**config.mk**
```make
export PLATFORM = sky130hd
export DESIGN_NAME = cbi_ram
export DESIGN_NICKNAME = d
export VERILOG_FILES = /design/src/rtl/core/cbi_ram.sv
export SDC_FILE = /design/constraint.sdc
export NUM_CORES = 2
export LEC_CHECK = 0
export BUFFER_PORTS_ARGS = -buffer_cell sky130_fd_sc_hd__buf_4
export CORE_UTILIZATION = 50
export CTS_CLUSTER_SIZE = 25
export DETAILED_ROUTE_END_ITERATION = 7
export PLACE_DENSITY = 0.68
export SLEW_MARGIN = 0
export SYNTH_ARGS = -nofsm -noshare
export SYNTH_HDL_FRONTEND = slang
export SYNTH_SLANG_ARGS = --single-unit
```
**constraint.sdc**
```tcl
create_clock -name clock -period 3.1 [get_ports clock]
set_input_delay 0.155 -clock clock [delete_from_list [all_inputs] [get_ports clock]]
set_output_delay 0.155 -clock clock [all_outputs]
set_load 0.02 [all_outputs]
```
**src/rtl/core/cbi_ram.sv**
```systemverilog
// Generic single-write, single-read RAM with registered read data.
module cbi_ram #(
   parameter int WIDTH = 8,
   parameter int DEPTH = 256,
   localparam int ADDR_W = $clog2(DEPTH)
) (
   input  logic              clock,
   input  logic              wr_en,
   input  logic [ADDR_W-1:0] wr_addr,
   input  logic [WIDTH-1:0]  wr_data,
   input  logic              rd_en,
   input  logic [ADDR_W-1:0] rd_addr,
   output logic [WIDTH-1:0]  rd_data
);

   logic [WIDTH-1:0] mem_ff [DEPTH];
   logic [WIDTH-1:0] rd_data_ff;

   // Write port
   always_ff @(posedge clock) begin
      if (wr_en) begin
         mem_ff[wr_addr] <= wr_data;
      end
   end

   // Registered read port
   always_ff @(posedge clock) begin
      if (rd_en) begin
         rd_data_ff <= mem_ff[rd_addr];
      end
   end

   assign rd_data = rd_data_ff;

endmodule

```
Word level (Yosys, flattened, before mapping)

Memory sizes are Yosys's and may differ from the RTL's. A register that Yosys moved wholly into a read port is not among the register bits.
Cells that the tools add are included.
Widths: inputs -> output; s select.

Bits of input ports: 27
Logic and storage cells: 3
Bits in registers: 0
Memories: 1
Output and inout port bits: 8
RAM bits: 2048

Mux-type cells: 2

Memory list:

| memory | depth | bits a word | rd ports | clocked after memory_dff | wr ports | line | RTL |
|---|---|---|---|---|---|---|---|
| mem_ff | 256   | 8           | 1        | 1                        | 1        | 16   | `logic [WIDTH-1:0] mem_ff [DEPTH];` |

Operators with widths:

| operator | count |
|---|---|
| $mux 1   | 2 |

Depth between registers and ports, before layout

Depth after elaboration: 2
Gate-level depth with buffers: 11

Worst setup path after synthesis

No wires, ideal clock.

Kind: input to register
Start: input port rd_addr[0]
End: register rd_data_ff[2] (netlist: rd_data[2]), read port of mem_ff, data pin
Setup slack: 0.869 ns
Data required time: 2.831 ns
Setup time: 0.269 ns
Arrival time: 1.962 ns
Buffers on the path: 4
Stages: 9
Path through: buf_6 -> buf_12 -> buf_8 -> buf_2 -> mux4_2 -> a22oi_1 -> a21oi_1 -> nor4_1 -> nor4_2

RTL lines:

| element     | line | RTL |
|---|---|---|
| from (decl) | 12   | `input logic [ADDR_W-1:0] rd_addr,` |
| to (decl)   | 17   | `logic [WIDTH-1:0] rd_data_ff;` |

==> key figures <==
Outcome
  • Status: finished, final reports clean

Floorplan
  • Core area: about 160,000 um^2
  • Chip Height: roughly 400 um
  • Starting density of the core: between 50 and 60%
  • Die boundary width: around 400 um
  • Area of the die: approximately 160,000 um^2
  • Num rows: 146
  • Number of top-level design ports: 35

Setup path
  • Cell breakdown of the critical path: mux4_2, mux4_2, nor2b_1, nor4_1, buf_4, nor4_2
  • Most repeated library cell on the critical path: sky130_fd_sc_hd__mux4_2
  • Element type at the critical path end: flop
  • Data arrival time of the worst path: about 3.6 ns
  • Slowest cell on the critical path: sky130_fd_sc_hd__nor4_1
  • Startpoint type of the worst setup path: flop
  • Critical path data required time: about 3.7 ns
  • Maximum net fanout on the critical path: 1
  • Largest stage delay, worst path: 0.80 ns
  • Category of the critical setup timing path: flop to flop

Power and ir drop
  • Internal power: around 45,000 uW
  • Power per unit of standard cell area: around 620 nW/um^2
  • Leakage component of the power: about 0.029 uW
  • Net Sw Frac: between 20% and 30%
  • Net Switching: 12,360 uW
  • Worst IR Drop VDD: between 0.7 and 0.8 mV
  • Combinational power share: 5.3%
  • Total design power: ~57,000 uW
  • Clock share of power: 41.2%
  • Power share of the sequential group: 53.5%

Logic synthesis
  • Warning count from the yosys run: 0
  • Most instantiated cells after synthesis: sky130_fd_sc_hd__edfxtp_1, sky130_fd_sc_hd__mux4_2, sky130_fd_sc_hd__nor2_1, sky130_fd_sc_hd__mux2i_1, sky130_fd_sc_hd__a22oi_1
  • Yosys top cell area share: slightly below 80%
  • Post-synthesis cell count: approximately 3,700
  • Fraction of the yosys area taken by sequential cells: just under 80%
  • Mapped cell area: about 80,000 um^2
  • Post-synth EDFFs: approximately 2,100
  • Most common flop cell mapped by yosys: sky130_fd_sc_hd__edfxtp_1
  • Async S/R FF share, synth: 0%
  • Synth top area cells: sky130_fd_sc_hd__edfxtp_1, sky130_fd_sc_hd__mux4_2, sky130_fd_sc_hd__mux2i_1
  • Number of synthesized register bits: a little over 2,000
  • Largest area contributor in the synthesized netlist: sky130_fd_sc_hd__edfxtp_1
  • Number of nets produced by synthesis: approximately 3,800
  • Dominant cell by count in the synthesized netlist: sky130_fd_sc_hd__edfxtp_1
  • Yosys cell types: 54
  • Mean cell area of the mapped netlist: 21.33 um^2

Detailed routing
  • Wirelength per Cell: 30.17 um
  • Detailed-route via count: 40,390
  • Via/cell ratio: 6.235
  • Routed WL: 195,500 um
  • Number of remaining DRC errors: 0
  • Number of iterations in the first detailed-routing pass: 6
  • Remaining antenna violation count: 0
  • Drt initial violations: 5,088

Global route
  • Gr ovfl total: 0
  • Global-route total usage across every layer: 24.42%
  • Number of antenna violations at the first check in global routing: 12
  • Via count of the first global-routing pass: 40,660
  • Global-route wire length before repair: approximately 280,000 um
  • Largest net degree at the start of global routing: roughly 120

Timing
  • Final Hold Slack: ~0.080 ns
  • Number of pins with negative max-slew slack in the final report: 0
  • RSZ-0062 raised after global routing: no
  • Worst slew pin tran: roughly 1.1 ns
  • Clk_skew: roughly 0.04 ns
  • Final count of negative-setup-slack endpoints: 0
  • Tightest slew margin relative to the limit: between 20 and 30%
  • Part of the cycle the worst path needs: between 90% and 100%
  • Final period demand of the worst path: 2.955 ns
  • Setup TNS: 0 ns
  • Maximum clock frequency: roughly 340 MHz
  • Final Hold Fails: 0

Layout
  • Synth-to-Final Area Change: 15.46%
  • Number of nets in the finished design: around 4,300
  • Number of inserted filler cells in the final layout: approximately 11,000
  • Proportion of layout cells with a drive suffix above 1: between 20 and 30%

Clock network
  • CTS-repair resized insts: 0
  • Number of H-tree levels: 4
  • CTS tree: yes
  • Clock Tree Buf Depth: 3
  • Clock transition at path regs: approximately 0.060 ns
  • Root buf cell: sky130_fd_sc_hd__clkbuf_16
  • Number of clock sinks: 2,056
  • TritonCTS Buffers: 200
  • Clock latency reported for the late side of the worst-skew pair: between 0.8 and 0.9 ns

Job
  • Total of max-cap violations: 0

Placement
  • Routability congestion estimate from global placement: between 0.8 and 0.9
  • Port bufs: 34
  • Detail Placement HPWL: approximately 120,000 um

Worst hold path
  • Worst min path class: primary input to flop
[through the flow]
stage | worst slack (ns) | cells | area, um^2 | utilization (%)
floorplan | 0.8689 | 3733 | 79640 | -
global placement | -0.4519 | 6090 | 85410 | 53.99
detailed placement | -0.4234 | 6090 | 85410 | 53.99
CTS | 0.1622 | 6476 | 91940 | 58.12
global route | 0.1874 | 6478 | 91950 | 58.12
finish | 0.1445 | 6478 | 91950 | 58.12
[timing repair]
| item | CTS | global route |
|---|---|---|
| setup buffers | 0 | 0 |
| hold endpoints to repair | 710 | 2 |
| hold buffers | 13 | 1 |
[registers in the layout, indices dropped and copies added, names as in the netlist]
signal	count
mem_ff	2048
rd_data	8
[metal layers]
layer  GRT usage, %  share of wire (%)  vias up
met4          7.065                2.8       14
met2          37.94                 47     2094
met1          35.13                 40    21260
met3          5.330                9.7      330
li1               -                  -    16690
met5              0              0.042        -
[layout by cell type, fill, tap and decap left out, drive strengths merged, types with 2 or more instances in the layout]
cell type / instances
nand2b: 8
inv: 6
edfxtp: 2056
o32ai: 5
nor3: 22
nand2: 33
o221ai: 47
nor2b: 31
dlygate4sd3: 14
nor4: 27
a22o: 8
or2: 4
mux2i: 134
a22oi: 133
a221oi: 14
a31oi: 2
a21oi: 96
clkbuf: 253
nand3b: 2
nor2: 282
mux4: 456
o22a: 5
clkinv: 100
a311oi: 2
o22ai: 28
nand3: 34
and2: 6
buf: 515
and3b: 2
a2111oi: 5
a211oi: 16
nand4: 10
o21ai: 12
clkinvlp: 5
o211ai: 10
bufinv: 14
[cells by family after synthesis]
family	synth area share (%)
flip-flops	77.53
multiplexers	14.60
AND/OR/NAND/NOR	2.625
AO/OA/AOI/OAI	3.416
buffers and inverters	1.829
[power groups by stage]
stage	Clock [uW]	Sequential [uW]	Combinational (uW)
2_1_floorplan	0	31300	1490
3_3_place_gp	0	31300	2950
3_5_place_dp	0	31300	2990
4_1_cts	23900	30700	3010
5_1_grt	24900	30700	3150
6_report	23600	30700	3020
[worst paths after layout]
check                      from        endpoint  slack (ns)  depth (start not counted)
setup reg to reg  mem_ff[87][0]      rd_data[0]        0.14                          6
hold / removal       wr_addr[4]  mem_ff[247][7]        0.08                          4
setup / recovery  mem_ff[87][0]      rd_data[0]        0.14                          6
hold reg to reg   mem_ff[20][6]      rd_data[6]        1.21                          7
[critical path: cells and delay by family (launching register included)]
kind | cells | cell delay, ns
multiplexers | 2 | 1.03
AND/OR/NAND/NOR | 3 | 1.05
buffers and inverters | 1 | 0.24
flip-flops | 1 | 0.39
[layout make-up]
| class | count | area [um^2] | area share, % |
|---|---|---|---|
| inverters | 2 | 7.507 | 0.008164 |
| clock inverters | 123 | 1164 | 1.266 |
| repair buffers | 532 | 4713 | 5.126 |
| diodes | 1 | 2.502 | 0.002721 |
| clock buffers | 250 | 5235 | 5.693 |
| flip-flops and latches | 2056 | 61740 | 67.14 |
| multi-input cells | 1442 | 16500 | 17.94 |
| well taps | 2072 | 2592 | 2.819 |
Power figures use the tool's default switching activity.
