**src/rtl/core/cbi_pkg.sv**
```systemverilog
// Shared types, constants and rate tables of the convolutional byte interleaver.
package cbi_pkg;

   // Field widths
   localparam int DATA_W      = 8;
   localparam int EXTRA_W     = 16;
   localparam int CSR_INDEX_W = 3;
   localparam int CSR_DATA_W  = 8;

   // Register indexes
   localparam logic [CSR_INDEX_W-1:0] REG_TX_MODE         = 3'd0;
   localparam logic [CSR_INDEX_W-1:0] REG_BITS_PER_SYMBOL = 3'd1;
   localparam logic [CSR_INDEX_W-1:0] REG_RATE_CODE       = 3'd2;
   localparam logic [CSR_INDEX_W-1:0] REG_SEGMENT_COUNT   = 3'd3;

   // Register reset values
   localparam logic [1:0] RST_TX_MODE         = 2'd1;
   localparam logic [2:0] RST_BITS_PER_SYMBOL = 3'd2;
   localparam logic [2:0] RST_RATE_CODE       = 3'd0;
   localparam logic [3:0] RST_SEGMENT_COUNT   = 4'd1;

   // Code rate codes
   localparam logic [2:0] RATE_1_2 = 3'd0;
   localparam logic [2:0] RATE_2_3 = 3'd1;
   localparam logic [2:0] RATE_3_4 = 3'd2;
   localparam logic [2:0] RATE_5_6 = 3'd3;
   localparam logic [2:0] RATE_7_8 = 3'd4;

   // Packet geometry: 96 carriers = 3 << 5 in mode 1, and the divide by 8 sits in the rate denominator
   localparam int PACKET_BYTES       = 204;
   localparam int PACKET_OFFSET      = 11;
   localparam int CARRIER_FACTOR     = 3;
   localparam int CARRIER_SHIFT_BASE = 4;

   // Extra delay arithmetic
   localparam int PROD_W     = 12;
   localparam int DIV_W      = 22;
   localparam int DEN_W      = 7;
   localparam int DIV_CNT_W  = 5;
   localparam int RATE_NUM_W = 5;

   // Output queue
   localparam int OUT_FIFO_DEPTH = 4;
   localparam int FIFO_PTR_W     = 2;
   localparam int FIFO_CNT_W     = 3;

   typedef struct packed {
      logic [1:0] tx_mode;
      logic [2:0] bits_per_symbol;
      logic [2:0] rate_code;
      logic [3:0] segment_count;
   } cbi_cfg_type;

   typedef struct packed {
      logic               busy;
      logic [EXTRA_W-1:0] base_delay;
   } cbi_calc_status_type;

   // Rate numerator times the carrier factor; unknown rates give zero
   function automatic logic [RATE_NUM_W-1:0] rate_num3(input logic [2:0] code);
      logic [RATE_NUM_W-1:0] val;
      unique case (code)
         RATE_1_2: val = RATE_NUM_W'(1 * CARRIER_FACTOR);
         RATE_2_3: val = RATE_NUM_W'(2 * CARRIER_FACTOR);
         RATE_3_4: val = RATE_NUM_W'(3 * CARRIER_FACTOR);
         RATE_5_6: val = RATE_NUM_W'(5 * CARRIER_FACTOR);
         RATE_7_8: val = RATE_NUM_W'(7 * CARRIER_FACTOR);
         default:  val = '0;
      endcase
      return val;
   endfunction

   // Rate denominator times 8; unknown rates get a harmless nonzero divisor
   function automatic logic [DEN_W-1:0] rate_den8(input logic [2:0] code);
      logic [DEN_W-1:0] val;
      unique case (code)
         RATE_1_2: val = DEN_W'(2 * 8);
         RATE_2_3: val = DEN_W'(3 * 8);
         RATE_3_4: val = DEN_W'(4 * 8);
         RATE_5_6: val = DEN_W'(6 * 8);
         RATE_7_8: val = DEN_W'(8 * 8);
         default:  val = DEN_W'(2 * 8);
      endcase
      return val;
   endfunction

endpackage

```
**src/rtl/core/cbi_rsp_if.sv**
```systemverilog
// Result byte channel of the interleaver.
interface cbi_rsp_if;
   import cbi_pkg::*;

   logic              valid;
   logic              ready;
   logic [DATA_W-1:0] out_byte;

   modport source (output valid, output out_byte, input ready);
   modport sink (input valid, input out_byte, output ready);
endinterface

```
**src/rtl/core/cbi_out_fifo.sv**
```systemverilog
// Small register queue that holds finished bytes for the result channel.
module cbi_out_fifo (
   input  logic                           clock,
   input  logic                           reset,
   input  logic                           push,
   input  logic [cbi_pkg::DATA_W-1:0]     push_data,
   output logic [cbi_pkg::FIFO_CNT_W-1:0] count,
   cbi_rsp_if.source                      rsp_chan
);
   import cbi_pkg::*;

   logic [DATA_W-1:0]     entries_ff [OUT_FIFO_DEPTH];
   logic [FIFO_PTR_W-1:0] wr_ptr_ff, rd_ptr_ff;
   logic [FIFO_CNT_W-1:0] count_ff;
   logic                  pop;

   assign pop = rsp_chan.valid & rsp_chan.ready;

   // Store a beat at the write pointer
   always_ff @(posedge clock) begin
      if (push) begin
         entries_ff[wr_ptr_ff] <= push_data;
      end
   end

   // Advance pointers and occupancy
   always_ff @(posedge clock) begin
      if (reset) begin
         wr_ptr_ff <= '0;
         rd_ptr_ff <= '0;
         count_ff  <= '0;
      end else begin
         if (push) begin
            wr_ptr_ff <= wr_ptr_ff + 1'b1;
         end
         if (pop) begin
            rd_ptr_ff <= rd_ptr_ff + 1'b1;
         end
         count_ff <= count_ff + FIFO_CNT_W'(push) - FIFO_CNT_W'(pop);
      end
   end

   assign rsp_chan.valid    = (count_ff != '0);
   assign rsp_chan.out_byte = entries_ff[rd_ptr_ff];
   assign count             = count_ff;

   // Credit on the input side keeps the queue from overflowing
   a_no_overflow: assert property (@(posedge clock) disable iff (reset)
      push |-> count_ff != FIFO_CNT_W'(OUT_FIFO_DEPTH))
      else $error("output queue written while full");

endmodule
```
**src/flat_wrapper.sv**
```systemverilog
// flat-port wrapper written by rule: the top's interface ports become plain ports
module cbi_out_fifo_flat import cbi_pkg::*;
  (clock, reset, push, push_data, count, rsp_chan_valid, rsp_chan_out_byte, rsp_chan_ready);
  cbi_rsp_if rsp_chan_i ();
  input  logic clock;
  input  logic reset;
  input  logic push;
  input  logic [cbi_pkg::DATA_W-1:0] push_data;
  output logic [cbi_pkg::FIFO_CNT_W-1:0] count;
  output wire logic [$bits(rsp_chan_i.valid)-1:0] rsp_chan_valid;
  output wire logic [$bits(rsp_chan_i.out_byte)-1:0] rsp_chan_out_byte;
  input wire logic [$bits(rsp_chan_i.ready)-1:0] rsp_chan_ready;
  assign rsp_chan_valid = rsp_chan_i.valid;
  assign rsp_chan_out_byte = rsp_chan_i.out_byte;
  assign rsp_chan_i.ready = rsp_chan_ready;
  cbi_out_fifo u_core (.clock(clock), .reset(reset), .push(push), .push_data(push_data), .count(count), .rsp_chan(rsp_chan_i));
endmodule
```
**config.mk**
```make
export PLATFORM = sky130hd
export DESIGN_NAME = cbi_out_fifo_flat
export DESIGN_NICKNAME = d
export VERILOG_FILES = /design/src/rtl/core/cbi_pkg.sv /design/src/rtl/core/cbi_rsp_if.sv /design/src/rtl/core/cbi_out_fifo.sv /design/src/flat_wrapper.sv
export SDC_FILE = /design/constraint.sdc
export NUM_CORES = 1
export LEC_CHECK = 0
export BUFFER_PORTS_ARGS = -buffer_cell sky130_fd_sc_hd__buf_4
export CAP_MARGIN = 10
export CORE_MARGIN = 2
export CORE_UTILIZATION = 55
export DETAILED_ROUTE_END_ITERATION = 8
export PLACE_DENSITY = 0.77
export REMOVE_ABC_BUFFERS = 1
export SYNTH_ARGS = -nofsm -noshare
export SYNTH_HDL_FRONTEND = slang
export SYNTH_SLANG_ARGS = --single-unit
export TNS_END_PERCENT = 20
```
**constraint.sdc**
```tcl
create_clock -name clock -period 2.37 [get_ports clock]
set_input_delay 0.3555 -clock clock [delete_from_list [all_inputs] [get_ports clock]]
set_output_delay 0.3555 -clock clock [all_outputs]
set_load 0.01 [all_outputs]
```
---- After elaboration in Yosys (flattened, before gate mapping) ----
Memory sizes are Yosys's and may differ from the RTL's. A register that Yosys moved wholly into a read port is not among the register bits.
Index checks and enable logic that the tools add are counted.
word-level totals
  flip-flop bits (word level) ............. 7
  bits in latches ......................... 0
  memory bits (writable) .................. 32
  bits in read-only memories .............. 0
  input bits .............................. 12
  output and inout port bits .............. 12
  memories kept ........................... 1
memory list
  name               depth  width  read ports  clocked after Yosys merged registers in  write ports  line                RTL
  u_core.entries_ff  4      8      1           1                                        1            cbi_out_fifo.sv:12  logic [DATA_W-1:0] entries_ff [OUT_FIFO_DEPTH];
cells by class
  add/subtract/negate cells ............... 4
  $mul .................................... 0
  divide/modulo/power cells ............... 0
  $lt $le $gt $ge ......................... 0
  equal/unequal tests ..................... 0
  shifts and indexed selects .............. 0
  multiplexer cells ....................... 4
  bitwise operators ....................... 1
  reductions and logical operators ........ 1
operator list
  operator                                                       count
  2-bit by 1-bit adder with 2-bit output, second input constant  2
  2-bit 2-to-1 mux                                               2
  3-bit by 1-bit adder with 3-bit output                         1
  3-bit nonzero test                                             1
  3-bit by 1-bit subtractor with 3-bit output                    1
  1-bit 2-to-1 mux                                               2
  1-bit AND                                                      1

---- Depth between registers and ports, before layout ----
  word-level depth ........................ 4
  mapped depth ............................ 7
  depth with buffers taken out ............ 7

---- Worst setup path before layout ----
OpenSTA, ideal clock, no wires.
  path kind ............................... reg2reg
  start ................................... register u_core.count_ff[1], in the netlist u_core.count[1]
  end ..................................... register u_core.count_ff[2], in the netlist u_core.count[2]
  arrival time ............................ 1.754 ns
  required time ........................... 2.244 ns
  slack ................................... 0.490 ns
  cell stages (with the launch flop) ...... 8
  period minus slack after synthesis ...... 1.880 ns
  cells stage by stage .................... dfxtp_1 -> o31a_1 -> ha_1 -> inv_1 -> ha_1 -> fa_1 -> xor3_1 -> nor2_1
on the way
  word-level cells in the longest chain between the ends .. 3
  elaborated cells on any way between the ends .. 4
  classes of those cells .................. 2 x add/sub; 1 x bitwise; 1 x reduce/logical
RTL lines
  what                                         line                RTL
  start, declared                              cbi_out_fifo.sv:14  logic [FIFO_CNT_W-1:0] count_ff;
  start signal, assigned                       cbi_out_fifo.sv:39  count_ff <= count_ff + FIFO_CNT_W'(push) - FIFO_CNT_W'(pop);
  3-bit nonzero test                           cbi_out_fifo.sv:43  assign rsp_chan.valid = (count_ff != '0);
  1-bit AND                                    cbi_out_fifo.sv:17  assign pop = rsp_chan.valid & rsp_chan.ready;
  named net u_core.pop                         cbi_out_fifo.sv:15  logic pop;
  3-bit by 1-bit subtractor with 3-bit output  cbi_out_fifo.sv:39
The timed path passes the listed nets, and every way through them passes these cells.
A chain may end at the register's enable or synchronous reset.

==> flow_summary.json <==
{
  "status": "complete, no violations",
  "antenna_found_initial": 0,
  "timing.final.hold_violations": 0,
  "grt_usage": 0.174,
  "final_max_slew_viol_count": 0,
  "cp-end-kind": "output pin",
  "post_cts_resized": 0,
  "rows": 19,
  "cts_max_path_buffers": 2,
  "port_buffers": 23,
  "cp_data_arrival_time_ns": 1.69,
  "yosysMostFrequentCell": "edfxtp_1",
  "cts_buffers": 5,
  "final_cells": 147,
  "cts_hold_buf": 0,
  "final.setup.tns_ns": 0,
  "dieWidth_um": 58.3,
  "start_util": 0.583,
  "viasPerCell": 5.46,
  "fmax_ghz": 0.489,
  "grt_pass1_vias": 863,
  "multiInputGateArea_um2": 444,
  "yosys-top-cells-area": "edfxtp_1, dfxtp_1, mux4_2, ha_1, and2_1",
  "rsz0062_at_grt": "no",
  "dp_hpwl_um": 1780,
  "ioPinCount": 24,
  "wl_um": 2500,
  "ys.warnings.count": 0,
  "crit_type": "register to output pin",
  "routed-via-count": 803,
  "p_leak_uw": 0.000705,
  "yosysTopAreaCellShare": 0.593,
  "hold_ws_ns": 0.206,
  "clk_pin_slew_ns": 0.11,
  "hold_path.class": "input pin to register",
  "wl_per_cell_um": 17.0,
  "cp_max_fo": 5,
  "powerDensity_mw_per_mm2": 923,
  "cts_root_buf": "clkbuf_4",
  "synthTopCellsByCount": "edfxtp_1, dfxtp_1, mux4_2",
  "synth-seq-cells": 41,
  "start_kind": "register",
  "drv_cap": 0,
  "grt_overflow": 0,
  "clk_latency_ns": 0.34,
  "min_period_ns": 2.05,
  "syn_to_final_growth_pct": 16.4,
  "setup_viol": 0,
  "worstMarginPinSlew_ns": 0.454,
  "gp_congestion": 0.704,
  "grt_pass1_wl_um": 3990,
  "ys_seq_area_frac": 0.704,
  "syn_area_per_cell_um2": 18.6,
  "grt_max_degree": 13,
  "synth_edf_count": 32,
  "drive_above_1_share": 0.336,
  "synthArstFlopShare": 0,
  "dieArea_mm2": 0.00340,
  "drc": 0,
  "ant_nets": 0,
  "synth_cells": 87,
  "num-fill-cells": 185,
  "cts_sinks": 41,
  "slew_headroom": 0.697,
  "placedCellCount": 139,
  "layout.nets": 134,
  "peakVddDrop_mv": 0.693,
  "synth_top_cell_by_area": "edfxtp_1",
  "diodes": 0,
  "register_area_mm2": 0.00114,
  "drt_iter0_drc": 21,
  "timing.final.crit_share": 0.863,
  "critPathRequiredTime_ns": 2.01,
  "die_h_um": 58.3,
  "syn_area_mm2": 0.00162,
  "yosys_most_used_dff": "edfxtp_1",
  "cts_tree": "yes",
  "fin_skew_ns": 0.00687,
  "core_area_mm2": 0.00278,
  "ys_types": 20,
  "htree_levels": 2,
  "drtPass1Iterations": 4,
  "cts_setup_buffers": 0
}
==> per-stage QoR <==
| step | total power, µW | instance area (µm²) | setup WS (ns) | util |
|---|---|---|---|---|
| finish | 1740 | 1890 | 0.324 | 0.678 |
| global placement | 1380 | 1830 | 0.507 | 0.657 |
| floorplan | 1200 | 1610 | 0.505 | - |
| CTS | 1760 | 1890 | 0.272 | 0.678 |
| global route | 1830 | 1890 | 0.216 | 0.678 |
| detailed placement | 1420 | 1830 | 0.431 | 0.657 |
==> registers in the layout, summed over array words and instances, names as in the netlist, named ones only <==
| register | count |
|---|---|
| u_core.entries_ff | 32 |
| u_core.count | 3 |
| u_core.wr_ptr_ff | 2 |
| u_core.rd_ptr_ff | 2 |
==> layer usage <==
layer	vias to the layer above	global-route usage	wire (µm)
li1	381	-	-
met1	395	0.186	1000
met2	19	0.307	1350
met3	8	0.0469	90
met4	0	0.0997	62
met5	-	0	0
==> worst max-delay path, cell delays in order (launching register included) <==
cell and delay, ns:
dfxtp_1 0.47, buf_4 0.22, mux4_2 0.51, buf_4 0.16
==> placed cells by master (no fill, tap or decap), drive strengths merged, types with 3 or more instances in the layout <==
cell type  synthesis  routed
clkbuf             1       8
nor2b              4       4
buf                2      24
mux4               8       8
edfxtp            32      32
inv                6       6
nor2               5       5
dfxtp              9       9
and2               4       4
mux2               3       3
ha                 6       6
==> final timing paths <==
kind              slack [ns]                              from  cells after the start                           endpoint
hold / removal          0.21                      push_data[2]                      1  u_core.entries_ff[2][2]$_DFFE_PP_
setup / recovery        0.32                          register                      3               rsp_chan_out_byte[3]
setup reg to reg        0.42        u_core.count[1]$_SDFF_PP0_                      7         u_core.count[2]$_SDFF_PP0_
hold reg to reg         0.56  u_core.wr_ptr_ff[1]$_SDFFE_PP0P_                      2   u_core.wr_ptr_ff[1]$_SDFFE_PP0P_
==> area by class of cell <==
type	instances	area share
Sequential cell	41	0.605
Multi-Input combinational cell	37	0.236
Timing Repair Buffer	24	0.0956
Clock buffer	8	0.0312
Tap cell	31	0.0206
Inverter	6	0.0119
==> power breakdown <==
group | internal [µW] | switching, µW | leakage, µW | total [µW]
Clock | 147 | 205 | 0.0000326 | 352
Sequential | 844 | 60.5 | 0.000368 | 905
Combinational | 288 | 196 | 0.000305 | 484
==> cell families (layout without fill, tap and decap cells) <==
logic type / count (synthesis) / in the layout / synth area share
AO/OA/AOI/OAI: 2 / 2 / 0.0108
buffers and inverters: 9 / 38 / 0.0216
multiplexers: 12 / 12 / 0.138
AND/OR/NAND/NOR: 14 / 14 / 0.0463
adder cells (fa/ha/maj): 7 / 7 / 0.0587
flip-flops: 41 / 41 / 0.704
XOR/XNOR: 2 / 2 / 0.0201
(Power assumes the default switching activity.)
