$ cat src/rtl/core/cbi_pkg.sv
// Shared types, constants and rate tables of the convolutional byte interleaver.
package cbi_pkg;

   // Field widths
   localparam int DATA_W      = 8;
   localparam int EXTRA_W     = 16;
   localparam int CSR_INDEX_W = 3;
   localparam int CSR_DATA_W  = 8;

   // Register indexes
   localparam logic [CSR_INDEX_W-1:0] REG_TX_MODE         = 3'd0;
   localparam logic [CSR_INDEX_W-1:0] REG_BITS_PER_SYMBOL = 3'd1;
   localparam logic [CSR_INDEX_W-1:0] REG_RATE_CODE       = 3'd2;
   localparam logic [CSR_INDEX_W-1:0] REG_SEGMENT_COUNT   = 3'd3;

   // Register reset values
   localparam logic [1:0] RST_TX_MODE         = 2'd1;
   localparam logic [2:0] RST_BITS_PER_SYMBOL = 3'd2;
   localparam logic [2:0] RST_RATE_CODE       = 3'd0;
   localparam logic [3:0] RST_SEGMENT_COUNT   = 4'd1;

   // Code rate codes
   localparam logic [2:0] RATE_1_2 = 3'd0;
   localparam logic [2:0] RATE_2_3 = 3'd1;
   localparam logic [2:0] RATE_3_4 = 3'd2;
   localparam logic [2:0] RATE_5_6 = 3'd3;
   localparam logic [2:0] RATE_7_8 = 3'd4;

   // Packet geometry: 96 carriers = 3 << 5 in mode 1, and the divide by 8 sits in the rate denominator
   localparam int PACKET_BYTES       = 204;
   localparam int PACKET_OFFSET      = 11;
   localparam int CARRIER_FACTOR     = 3;
   localparam int CARRIER_SHIFT_BASE = 4;

   // Extra delay arithmetic
   localparam int PROD_W     = 12;
   localparam int DIV_W      = 22;
   localparam int DEN_W      = 7;
   localparam int DIV_CNT_W  = 5;
   localparam int RATE_NUM_W = 5;

   // Output queue
   localparam int OUT_FIFO_DEPTH = 4;
   localparam int FIFO_PTR_W     = 2;
   localparam int FIFO_CNT_W     = 3;

   typedef struct packed {
      logic [1:0] tx_mode;
      logic [2:0] bits_per_symbol;
      logic [2:0] rate_code;
      logic [3:0] segment_count;
   } cbi_cfg_type;

   typedef struct packed {
      logic               busy;
      logic [EXTRA_W-1:0] base_delay;
   } cbi_calc_status_type;

   // Rate numerator times the carrier factor; unknown rates give zero
   function automatic logic [RATE_NUM_W-1:0] rate_num3(input logic [2:0] code);
      logic [RATE_NUM_W-1:0] val;
      unique case (code)
         RATE_1_2: val = RATE_NUM_W'(1 * CARRIER_FACTOR);
         RATE_2_3: val = RATE_NUM_W'(2 * CARRIER_FACTOR);
         RATE_3_4: val = RATE_NUM_W'(3 * CARRIER_FACTOR);
         RATE_5_6: val = RATE_NUM_W'(5 * CARRIER_FACTOR);
         RATE_7_8: val = RATE_NUM_W'(7 * CARRIER_FACTOR);
         default:  val = '0;
      endcase
      return val;
   endfunction

   // Rate denominator times 8; unknown rates get a harmless nonzero divisor
   function automatic logic [DEN_W-1:0] rate_den8(input logic [2:0] code);
      logic [DEN_W-1:0] val;
      unique case (code)
         RATE_1_2: val = DEN_W'(2 * 8);
         RATE_2_3: val = DEN_W'(3 * 8);
         RATE_3_4: val = DEN_W'(4 * 8);
         RATE_5_6: val = DEN_W'(6 * 8);
         RATE_7_8: val = DEN_W'(8 * 8);
         default:  val = DEN_W'(2 * 8);
      endcase
      return val;
   endfunction

endpackage

$ cat src/rtl/core/cbi_delay_calc.sv
// Sequencer that derives the extra delay from the configuration with a serial divider.
module cbi_delay_calc #(
   parameter int BRANCHES = 12
) (
   input  logic                         clock,
   input  logic                         reset,
   input  logic                         start,
   input  cbi_pkg::cbi_cfg_type         cfg,
   output cbi_pkg::cbi_calc_status_type status
);
   import cbi_pkg::*;

   localparam logic [2:0] ST_IDLE   = 3'd0;
   localparam logic [2:0] ST_PROD   = 3'd1;
   localparam logic [2:0] ST_RATE   = 3'd2;
   localparam logic [2:0] ST_LOAD_Q = 3'd3;
   localparam logic [2:0] ST_DIV_Q  = 3'd4;
   localparam logic [2:0] ST_SCALE  = 3'd5;
   localparam logic [2:0] ST_DIV_E  = 3'd6;
   localparam logic [2:0] ST_FINISH = 3'd7;

   localparam logic [DIV_W-1:0] EXTRA_MAX = DIV_W'((1 << EXTRA_W) - 1);

   // Rounded-up reciprocal of the branch count, exact for every dividend below 2^DIV_W
   localparam int RECIP_L = $clog2(BRANCHES);
   localparam int RECIP_S = DIV_W + RECIP_L;
   localparam int RECIP_W = DIV_W + 1;
   localparam int MUL_W   = DIV_W + RECIP_W;
   localparam longint unsigned RECIP_FULL =
      ((64'd1 << RECIP_S) + 64'(BRANCHES) - 64'd1) / 64'(BRANCHES);
   localparam logic [RECIP_W-1:0] RECIP_M = RECIP_W'(RECIP_FULL);

   logic [2:0]           state_ff, state_in;
   logic [PROD_W-1:0]    prod_ff, prod_in;
   logic [DIV_W-1:0]     quo_ff, quo_in;
   logic [DEN_W-1:0]     rem_ff, rem_in;
   logic [DEN_W-1:0]     den_ff, den_in;
   logic [DIV_CNT_W-1:0] cnt_ff, cnt_in;
   logic [EXTRA_W-1:0]   extra_ff, extra_in;

   logic [DEN_W:0]       rem_sh;
   logic [DEN_W:0]       rem_diff;
   logic                 sub_ok;
   logic [DEN_W-1:0]     rem_step;
   logic [DIV_W-1:0]     quo_step;
   logic [DIV_W-1:0]     num_val;
   logic [DIV_W-1:0]     scaled;
   logic [MUL_W-1:0]     recip_prod;
   logic [DIV_W-1:0]     recip_quo;

   // One restoring division step: shift in the next dividend bit, subtract if it fits
   always_comb begin
      rem_sh   = {rem_ff, quo_ff[DIV_W-1]};
      rem_diff = rem_sh - {1'b0, den_ff};
      sub_ok   = (rem_sh >= {1'b0, den_ff});
      rem_step = sub_ok ? rem_diff[DEN_W-1:0] : rem_sh[DEN_W-1:0];
      quo_step = {quo_ff[DIV_W-2:0], sub_ok};
   end

   // Dividend for the packet count, the byte count over all branches and its split
   always_comb begin
      if (cfg.tx_mode == 2'd0) begin
         num_val = '0;
      end else begin
         num_val = DIV_W'(prod_ff) << (CARRIER_SHIFT_BASE + int'(cfg.tx_mode));
      end
      scaled     = (quo_ff - DIV_W'(PACKET_OFFSET)) * DIV_W'(PACKET_BYTES);
      recip_prod = MUL_W'(quo_ff) * MUL_W'(RECIP_M);
      recip_quo  = DIV_W'(recip_prod >> RECIP_S);
   end

   // Sequence the products, the rate division and the branch split
   always_comb begin
      state_in = state_ff;
      prod_in  = prod_ff;
      quo_in   = quo_ff;
      rem_in   = rem_ff;
      den_in   = den_ff;
      cnt_in   = cnt_ff;
      extra_in = extra_ff;
      unique case (state_ff)
         ST_IDLE: begin
            state_in = ST_IDLE;
         end
         ST_PROD: begin
            prod_in  = PROD_W'(cfg.segment_count) * PROD_W'(cfg.bits_per_symbol);
            state_in = ST_RATE;
         end
         ST_RATE: begin
            prod_in  = prod_ff * PROD_W'(rate_num3(cfg.rate_code));
            state_in = ST_LOAD_Q;
         end
         ST_LOAD_Q: begin
            quo_in   = num_val;
            rem_in   = '0;
            den_in   = rate_den8(cfg.rate_code);
            cnt_in   = DIV_CNT_W'(DIV_W - 1);
            state_in = ST_DIV_Q;
         end
         ST_DIV_Q: begin
            quo_in = quo_step;
            rem_in = rem_step;
            cnt_in = cnt_ff - 1'b1;
            if (cnt_ff == '0) begin
               state_in = ST_SCALE;
            end
         end
         ST_SCALE: begin
            if (quo_ff <= DIV_W'(PACKET_OFFSET)) begin
               extra_in = '0;
               state_in = ST_IDLE;
            end else begin
               quo_in   = scaled;
               state_in = ST_DIV_E;
            end
         end
         ST_DIV_E: begin
            quo_in   = recip_quo;
            state_in = ST_FINISH;
         end
         ST_FINISH: begin
            extra_in = (quo_ff > EXTRA_MAX) ? '1 : quo_ff[EXTRA_W-1:0];
            state_in = ST_IDLE;
         end
         default: begin
            state_in = ST_IDLE;
         end
      endcase
      // Restart on every configuration register write
      if (start) begin
         state_in = ST_PROD;
      end
   end

   // Control state restarts the computation out of reset
   always_ff @(posedge clock) begin
      if (reset) begin
         state_ff <= ST_PROD;
         extra_ff <= '0;
      end else begin
         state_ff <= state_in;
         extra_ff <= extra_in;
      end
   end

   // Datapath registers
   always_ff @(posedge clock) begin
      prod_ff <= prod_in;
      quo_ff  <= quo_in;
      rem_ff  <= rem_in;
      den_ff  <= den_in;
      cnt_ff  <= cnt_in;
   end

   assign status.busy       = (state_ff != ST_IDLE);
   assign status.base_delay = extra_ff;

   // Divisor is never zero while dividing
   a_den_nonzero: assert property (@(posedge clock) disable iff (reset)
      (state_ff == ST_DIV_Q) |-> den_ff != '0)
      else $error("divider running with a zero divisor");

endmodule

$ cat config.mk
export PLATFORM = sky130hd
export DESIGN_NAME = cbi_delay_calc
export DESIGN_NICKNAME = d
export VERILOG_FILES = /design/src/rtl/core/cbi_pkg.sv /design/src/rtl/core/cbi_delay_calc.sv
export SDC_FILE = /design/constraint.sdc
export NUM_CORES = 1
export LEC_CHECK = 0
export ABC_AREA = 1
export CELL_PAD_IN_SITES_DETAIL_PLACEMENT = 1
export CELL_PAD_IN_SITES_GLOBAL_PLACEMENT = 1
export CORE_MARGIN = 2
export CORE_UTILIZATION = 35
export DETAILED_ROUTE_END_ITERATION = 7
export DONT_BUFFER_PORTS = 1
export GPL_ROUTABILITY_DRIVEN = 0
export HOLD_SLACK_MARGIN = 0.05
export PLACE_DENSITY = 0.58
export SYNTH_ARGS = -nofsm -noshare
export SYNTH_HDL_FRONTEND = slang
export SYNTH_SLANG_ARGS = --single-unit
$ cat constraint.sdc
create_clock -name clock -period 6.4 [get_ports clock]
set_clock_uncertainty 0.2 [all_clocks]
set_input_delay 0.96 -clock clock [delete_from_list [all_inputs] [get_ports clock]]
set_output_delay 0.96 -clock clock [all_outputs]
set_load 0.005 [all_outputs]
== Word-level counts from Yosys, hierarchy flattened ==
Index checks and enable logic that the tools add are counted.
Cells by class
  divide/modulo/power cells: 0
  add/sub/neg operators: 4
  shift-type cells: 1
  magnitude comparators: 3
  $mul: 4
  reduce and logical (&&, ||, !) cells: 13
  equal/unequal tests: 14
  mux-type cells: 16
  bitwise logic cells: 0
Operators with widths (number)
  case mux 22 bit (4 select lines): 1
  multiplier 22 x 22 -> 44 bit (second input constant): 1
  2-to-1 mux 22 bit: 2
  2-to-1 mux 16 bit: 2
  case mux 16 bit (2 select lines): 1
  case mux 7 bit (4 select lines): 1
  case mux 5 bit (5 select lines): 1
  case mux 12 bit (2 select lines): 1
  greater-than comparator 22 x 16 -> 1 bit (second input constant): 1
  less-or-equal comparator 22 x 4 -> 1 bit (second input constant): 1
  multiplier 22 x 6 -> 20 bit (second input constant): 1
  << shifter 12 x 4 -> 22 bit: 1
  subtractor 22 x 4 -> 22 bit (second input constant): 1
  case mux 3 bit (7 select lines): 1
  == test 3 bit (second input constant): 5
  case mux 7 bit (2 select lines): 1
  == test 3 x 2 -> 1 bit (second input constant): 4
  multiplier 12 x 5 -> 12 bit: 1
  case mux 5 bit (2 select lines): 1
  greater-or-equal comparator 8 x 7 -> 1 bit: 1
  multiplier 4 x 3 -> 7 bit: 1
  2-to-1 mux 7 bit: 1
  subtractor 7 bit: 1
  == test 3 x 1 -> 1 bit (second input constant): 2
  13 further kinds: 21
Storage, ports and cells
  memory bits (read-only): 0
  memories: 0
  flip-flop bits (word level): 72
  output and inout port bits: 17
  memory bits (writable): 0
  bits in latches: 0

== Logic depth before layout (Yosys ltp) ==
Gate-level depths: netlist of the first run.
  word-level depth: 5
  depth in mapped cells: 26
  depth with buffers taken out: 26

== Least setup slack after synthesis of the first run ==
Ideal clock, no wire load.
  kind: reg-to-reg
  start: register quo_ff[3]
  end: register quo_ff[2] (data pin)
  slack: 587 ps
  period minus slack after synthesis: 5813 ps
  path buffers: 0
  data arrival time: 5339 ps
  stages on the path, launching flop included: 22
  cell sequence: edfxtp_1 > ha_1 > fa_1 > inv_1 > fa_1 > inv_1 > fa_1 > fa_1 > fa_1 > inv_1 > fa_1 > inv_1 > ha_1 > a21oi_1 > o21ai_0 > inv_1 > nand2_1 > nor2_1 > nand2_1 > or2_2 > nand3_1 > o211ai_1
On the way
  word-level cells in the longest chain between the ends: 2
RTL lines
  from (decl): line cbi_delay_calc.sv:35  | logic [DIV_W-1:0] quo_ff, quo_in;
  from (signal assigned): line cbi_delay_calc.sv:149  | quo_ff <= quo_in;
  multiplier 22 x 22 -> 44 bit: line cbi_delay_calc.sv:68  | recip_prod = MUL_W'(quo_ff) * MUL_W'(RECIP_M);
  case mux 22 bit (4 select lines): line cbi_delay_calc.sv:81  | unique case (state_ff)
  named net quo_in[2]: line cbi_delay_calc.sv:35
The timed path passes the listed nets, and every way through them passes these cells.
A chain may end at the register's enable or synchronous reset.

== Worst setup path in the final report of the first run ==
  start: register quo_ff[16]
  end: register quo_ff[5] (data pin)
Same word-level chain as after synthesis.

==> impl_metrics.toml, run 1 <==
[floorplanning]
die_area_mm2 = 0.04927
die_y_um = 222.0
ios = 32
die_x_um = 222.0
fp.coreArea_mm2 = 0.04675
rows = 79
start_util_pct = 35.57

[routing]
wirelength_um = 61240
drt_iter0_drc = 663
via_per_inst = 5.070
vias = 14541
wire_per_inst_um = 21.35
first_pass_iters = 5
antenna_left = 0
drc = 0

[setup_path]
crit_top_cell = "fa_1"
cpPeakStageDelay_ns = 0.57
path_cells = "ha_4 -> inv_1 -> fa_1 -> fa_1 -> inv_1 -> fa_1 -> fa_1 -> fa_1 -> inv_1 -> fa_1 -> inv_1 -> ha_1 -> a21oi_2 -> buf_4 -> o21ai_2 -> a21oi_2 -> buf_4 -> nor2_1 -> nor2_1 -> nand3_1 -> nand3_2 -> nand4_1"
startpoint_type = "flip-flop"
criticalPathCategory = "reg -> reg"
crit_fanout = 4
cp.arrival_ns = 6.18
crit_family = "adder cells"
cp_num_buf_inv = 6
cpMaxStageDelayCell = "fa_1"
required_ns = 6.29
critPathCaptureType = "flip-flop"

[grt]
grt_max_degree = 24
antenna_found_initial = 2
grt_pass1_vias = 15869
grt.overflow.total = 0
track_usage_pct = 25.46
grt_first_pass_wirelength_um = 94810

[clock_tree]
clock_sinks = 69
cts_inserted_buffers = 9
cts_tree = "built"
clockBufferDepth = 2
path_clk_slew_ns = 0.08
clockRootBuffer = "clkbuf_16"
clk_latency_ns = 0.39
h-tree-depth = 3

[synthesis]
syn_nets = 2614
postSynthAreaPerCell_um2 = 7.945
syn_area_mm2 = 0.01663
postSynthRegisterBits = 69
syn-instance-count = 2093
yosysWarnings = 0
synth_edf_count = 50
seq_area_frac_synth_pct = 11.32
synthArstFlopShare_pct = 0
ys_types = 50
synth_ff_type = "edfxtp_1"

[cells_and_area]
num-nets-final = 2775
drive_above_1_share_pct = 14.92
area_delta_synth_final_pct = 17.39
final_cell_count_no_fill = 2868
fin_util_pct = 41.75
fill_cells = 5701

[timing]
setup_viol = 0
rsz0062_at_grt = "yes"
clock.fmax_ghz = 0.1591
fin_crit_sh_pct = 98.19
whs_ns = 0.2909
min_period_ns = 6.284
hold_viol = 0
maxSlewViolCount = 0
relSlewSlack_pct = 39.67
max_slew.worst_pin.slew_ns = 0.9028

[hold_path]
worstHoldPathType = "reg -> reg"

[outcome]
status = "complete, no violations"

[run]
cap_violations = 0

[placement]
place_hpwl_um = 54440
port_buffers = 0
dp_cells = 2835
-- Yosys cell counts, types with 2 or more instances --
master      n  area share, %
nand2_1   362            8.2
nor4_1      2          0.075
nor3b_1     2          0.090
or2_2       9           0.34
clkbuf_1   10           0.23
a21boi_0    2          0.090
o21bai_1    9           0.41
nor3_1     14           0.42
nor2_2      7           0.26
nand3b_1   11           0.50
dfxtp_1    19            2.3
edfxtp_1   50            9.0
inv_1     486             11
buf_2       4           0.12
nand3_1   110            3.3
o31ai_1     2          0.090
a21o_1      7           0.32
xor2_1     32            1.7
nor3_2      2           0.12
nor2_1    168            3.8
o21ai_2     3           0.16
nand4_1    22           0.83
clkinv_1    4          0.090
nand2_4     2           0.14
nand3_2     2           0.12
xnor2_1     9           0.47
and2_1      3           0.11
o22ai_1     7           0.26
buf_6       3           0.20
inv_2       5           0.11
a32oi_1     2           0.11
o21ai_0    91            2.7
a21oi_1   105            3.2
nand2_2     7           0.26
fa_1      224             27
ha_1      282             21
-- logic make-up (layout without fill, tap and decap cells) --
kind of cell	after synthesis	after routing	synth area share, %
AO/OA/AOI/OAI	236	236	7.742
other	0	2	0
multiplexers	1	1	0.06771
flip-flops	69	69	11.32
adder cells (fa/ha/maj)	506	506	48.18
buffers and inverters	514	680	11.77
AND/OR/NAND/NOR	725	725	18.66
XOR/XNOR	42	42	2.257
-- final timing paths --
| path | start | to | slack [ns] | cells past startpoint |
|---|---|---|---|---|
| worst max-delay path | quo_ff[16]$_DFFE_PP_ | quo_ff[5]$_DFFE_PP_ | 0.12 | 22 |
| worst min-delay path | extra_ff[7]$_SDFFE_PP0P_ | extra_ff[7]$_SDFFE_PP0P_ | 0.29 | 2 |
| worst max register to register | quo_ff[16]$_DFFE_PP_ | quo_ff[5]$_DFFE_PP_ | 0.12 | 22 |
| worst min register to register | extra_ff[7]$_SDFFE_PP0P_ | extra_ff[7]$_SDFFE_PP0P_ | 0.29 | 2 |
-- routing by layer --
metal | part of all wire [%] | GRT usage [%] | vias to the layer above
met4 | 1.8 | 5.296 | 0
met2 | 48 | 43.03 | 235
met1 | 46 | 34.88 | 7356
li1 | - | - | 6898
met3 | 3.8 | 3.273 | 52
met5 | 0 | 0 | -
-- cell usage in the layout, fill, tap and decap left out, types with 4 or more instances in the layout --
cell type    n
inv_1      479
nand2_1    351
ha_1       259
fa_1       218
buf_4      163
nor2_1     145
nand3_1     98
a21oi_1     90
o21ai_0     80
edfxtp_1    50
xor2_1      30
nor2_2      24
nand4_1     22
ha_4        19
dfxtp_1     19
nand2_2     14
nor3_1      12
nand3_2     12
a21oi_2     12
inv_2       11
nand3b_1    11
clkbuf_16    9
or2_2        8
xnor2_1      8
o21bai_1     8
a21o_1       7
o21ai_2      7
nor2_4       7
o21ai_1      7
o22ai_1      6
nand2_4      6
fa_2         6
clkinv_1     4
ha_2         4
-- metrics by stage --
step	setup TNS [ns]	worst slack [ns]	area [um2]
2_1_floorplan	0	0.5872	16630
5_1_grt	-0.1136	-0.04095	19520
4_1_cts	0	0.001262	19000
3_5_place_dp	-2.409	-0.3540	18480
6_report	0	0.1160	19520
3_3_place_gp	-2.095	-0.3189	18480
-- sequential cells by signal, summed over array words and instances (netlist names) --
name,flops
rem_ff,7
quo_ff,22
state_ff,3
prod_ff,12
den_ff,4
cnt_ff,5
extra_ff,16
-- repair_timing --
action / in CTS / in global routing
setup endpoints to repair: 13 / 17
resized for setup: 40 / 102
pin swaps: 7 / 43
hold buffers: 0 / 0
setup buffers: 8 / 7
-- worst reg2reg max path: cells and delay by family, from the launching register on --
kind                     cells  cell delay [ns]
buffers and inverters        6             0.47
AND/OR/NAND/NOR              5             0.62
AO/OA/AOI/OAI                3             0.39
adder cells (fa/ha/maj)      8             3.74
flip-flops                   1             0.55
-- area by class of cell --
class	instances	area, um2	share of cell area (%)
diodes	2	5.005	0.02564
clock buffers	9	225.2	1.154
clock inverters	7	63.81	0.3269
inverters	496	1867	9.563
multi-input cells	1510	13420	68.75
flip-flops and latches	69	1882	9.640
well taps	607	759.5	3.891
repair buffers	168	1297	6.647
Power of run 1 is left out: the tool's default activity adds up to more than one toggle a clock period on the data nets, which glitch-free logic cannot reach.
==> inputs of run 2 (changes only) <==
--- a/config.mk
+++ b/config.mk
@@ -6,15 +6,15 @@
 export NUM_CORES = 1
 export LEC_CHECK = 0
 export ABC_AREA = 1
+export BUFFER_PORTS_ARGS = -buffer_cell sky130_fd_sc_hd__buf_2
 export CELL_PAD_IN_SITES_DETAIL_PLACEMENT = 1
 export CELL_PAD_IN_SITES_GLOBAL_PLACEMENT = 1
 export CORE_MARGIN = 2
 export CORE_UTILIZATION = 35
 export DETAILED_ROUTE_END_ITERATION = 7
-export DONT_BUFFER_PORTS = 1
 export GPL_ROUTABILITY_DRIVEN = 0
 export HOLD_SLACK_MARGIN = 0.05
-export PLACE_DENSITY = 0.58
+export PLACE_DENSITY = 0.59
 export SYNTH_ARGS = -nofsm -noshare
 export SYNTH_HDL_FRONTEND = slang
 export SYNTH_SLANG_ARGS = --single-unit
==> impl_metrics.toml, run 2 (synthesis results as in run 1) <==
[timing]
clock.fmax_ghz = 0.1581
fin_ws_ns = 0.07623
setup_viol = 0
maxSlewViolCount = 0
min_period_ns = 6.324
hold_viol = 0
fin_tns_setup_ns = 0
max_slew.worst_pin.slew_ns = 0.7941
rsz0062_at_grt = "yes"
relSlewSlack_pct = 47.01
fin_crit_sh_pct = 98.81

[clock_tree]
clk_latency_ns = 0.37
clockRootBuffer = "clkbuf_16"
cts_tree = "built"
h-tree-depth = 3
clock_sinks = 69
cts_hold_buf = 0
path_clk_slew_ns = 0.07
clockBufferDepth = 2
cts_inserted_buffers = 9

[grt]
grt_pass1_vias = 15730
track_usage_pct = 24.73
grt_max_degree = 24
grt_first_pass_wirelength_um = 92850
antenna_found_initial = 3
grt.overflow.total = 0

[setup_path]
criticalPathCategory = "reg -> reg"
crit_family = "adder cells"
crit_top_cell = "fa_1"
cpPeakStageDelay_ns = 0.56
startpoint_type = "flip-flop"
path_depth = 23
critPathCaptureType = "flip-flop"
worstRegToRegCells = 23
crit_fanout = 3
setup.worst_path.start = "quo_ff[17]$_DFFE_PP_"
endpoint = "quo_ff[8]$_DFFE_PP_"
cp_num_buf_inv = 6
r2r_slack_ns = 0.08
reg2reg_to = "quo_ff[8]$_DFFE_PP_"
cp.arrival_ns = 6.17
path_cells = "buf_4 -> ha_4 -> inv_2 -> fa_1 -> fa_2 -> inv_1 -> fa_1 -> fa_2 -> fa_1 -> inv_1 -> fa_1 -> inv_1 -> ha_4 -> nand2_2 -> nor2_1 -> nand2_2 -> buf_4 -> nor2_1 -> nand2_1 -> nand2_1 -> nand2_1 -> nand3_2 -> nand3b_1"
cpMaxStageDelayCell = "fa_2"
reg2reg_from = "quo_ff[17]$_DFFE_PP_"
required_ns = 6.25

[routing]
drc = 0
antenna_left = 0
wl_met1_um = 27700
wl_met3_um = 2451
routed-wl-met2_um = 27910
via_per_inst = 5.073
vias = 14635
top_layer = "met5"
first_pass_iters = 5
drt_iter0_drc = 819
wirelength_um = 59580
wire_per_inst_um = 20.65

[cells_and_area]
largest_reg_flops = 22
num-nets-final = 2794
area_delta_synth_final_pct = 17.56
drive_above_1_share_pct = 15.67
reg.largest.list = "quo_ff (22), extra_ff (16), prod_ff (12)"
diodes = 0
fin_area_mm2 = 0.01955
layout_common_cells = "479 x inv_1, 345 x nand2_1, 263 x ha_1"
fill_cells = 5714
layout_commonest_cell = "inv_1"
final_cell_count_no_fill = 2885
top_register = "quo_ff"

[floorplanning]
rows = 79
start_util_pct = 35.57
die_x_um = 222.0
fp.coreArea_mm2 = 0.04675
ios = 32
die_area_mm2 = 0.04927
die_y_um = 222.0

[placement]
dp_slack_ns = -0.5143
port_buffers = 31
dp_cells = 2852
place_hpwl_um = 53030
placedInstanceArea_mm2 = 0.01850

[outcome]
status = "complete, no violations"

[hold_path]
worstHoldPathType = "reg -> reg"

[run]
cap_violations = 0
==> run 2: timing repair <==
| item | CTS | global route |
|---|---|---|
| setup endpoints to repair | 11 | 19 |
| pin swaps | 1 | 26 |
| buffers inserted | 3 | 14 |
| resized for setup | 20 | 125 |
| gates cloned | 0 | 0 |
==> run 2: worst min-delay path by stage <==
stage | depth (start not counted) | to | from
after CTS | 2 | extra_ff[2]$_SDFFE_PP0P_ | extra_ff[2]$_SDFFE_PP0P_
after global placement | 2 | extra_ff[4]$_SDFFE_PP0P_ | extra_ff[4]$_SDFFE_PP0P_
after global routing | 2 | extra_ff[10]$_SDFFE_PP0P_ | extra_ff[10]$_SDFFE_PP0P_
final | 2 | extra_ff[2]$_SDFFE_PP0P_ | extra_ff[2]$_SDFFE_PP0P_
after detailed placement | 2 | extra_ff[2]$_SDFFE_PP0P_ | extra_ff[2]$_SDFFE_PP0P_
after floorplan | 2 | extra_ff[10]$_SDFFE_PP0P_ | extra_ff[10]$_SDFFE_PP0P_
==> run 2: layout make-up <==
cell class	instances	area (um2)	share of cell area (%)
timing repair buffer	187	1330	6.803
inverter	496	1863	9.530
multi-input combinational	1510	13420	68.65
sequential	69	1882	9.626
clock inverter	6	65.06	0.3328
tap	607	759.5	3.885
clock buffer	10	229.0	1.171
==> run 2: worst min-delay path: cells and delay by family (launching register included) <==
kind	cells	cell delay, ns
AOI/OAI and AO/OA	1	0.05
DFF	1	0.30
and+or+nand+nor	1	0.07
==> run 2: stage by stage <==
step           util [%]  hold WS [ns]
3_3_place_gp      39.57        0.2639
3_5_place_dp      39.57        0.2721
2_1_floorplan         -        0.2730
5_1_grt           41.82        0.2964
6_report          41.82        0.2750
4_1_cts           40.38        0.2777
==> run 2: per-layer routing <==
| layer | track usage [%] | vias up |
|---|---|---|
| met4 | 5.798 | 4 |
| met3 | 2.584 | 58 |
| met1 | 35.06 | 7345 |
| met2 | 40.51 | 274 |
| met5 | 0 | - |
| li1 | - | 6954 |
Power of run 2 is left out for the same reason.
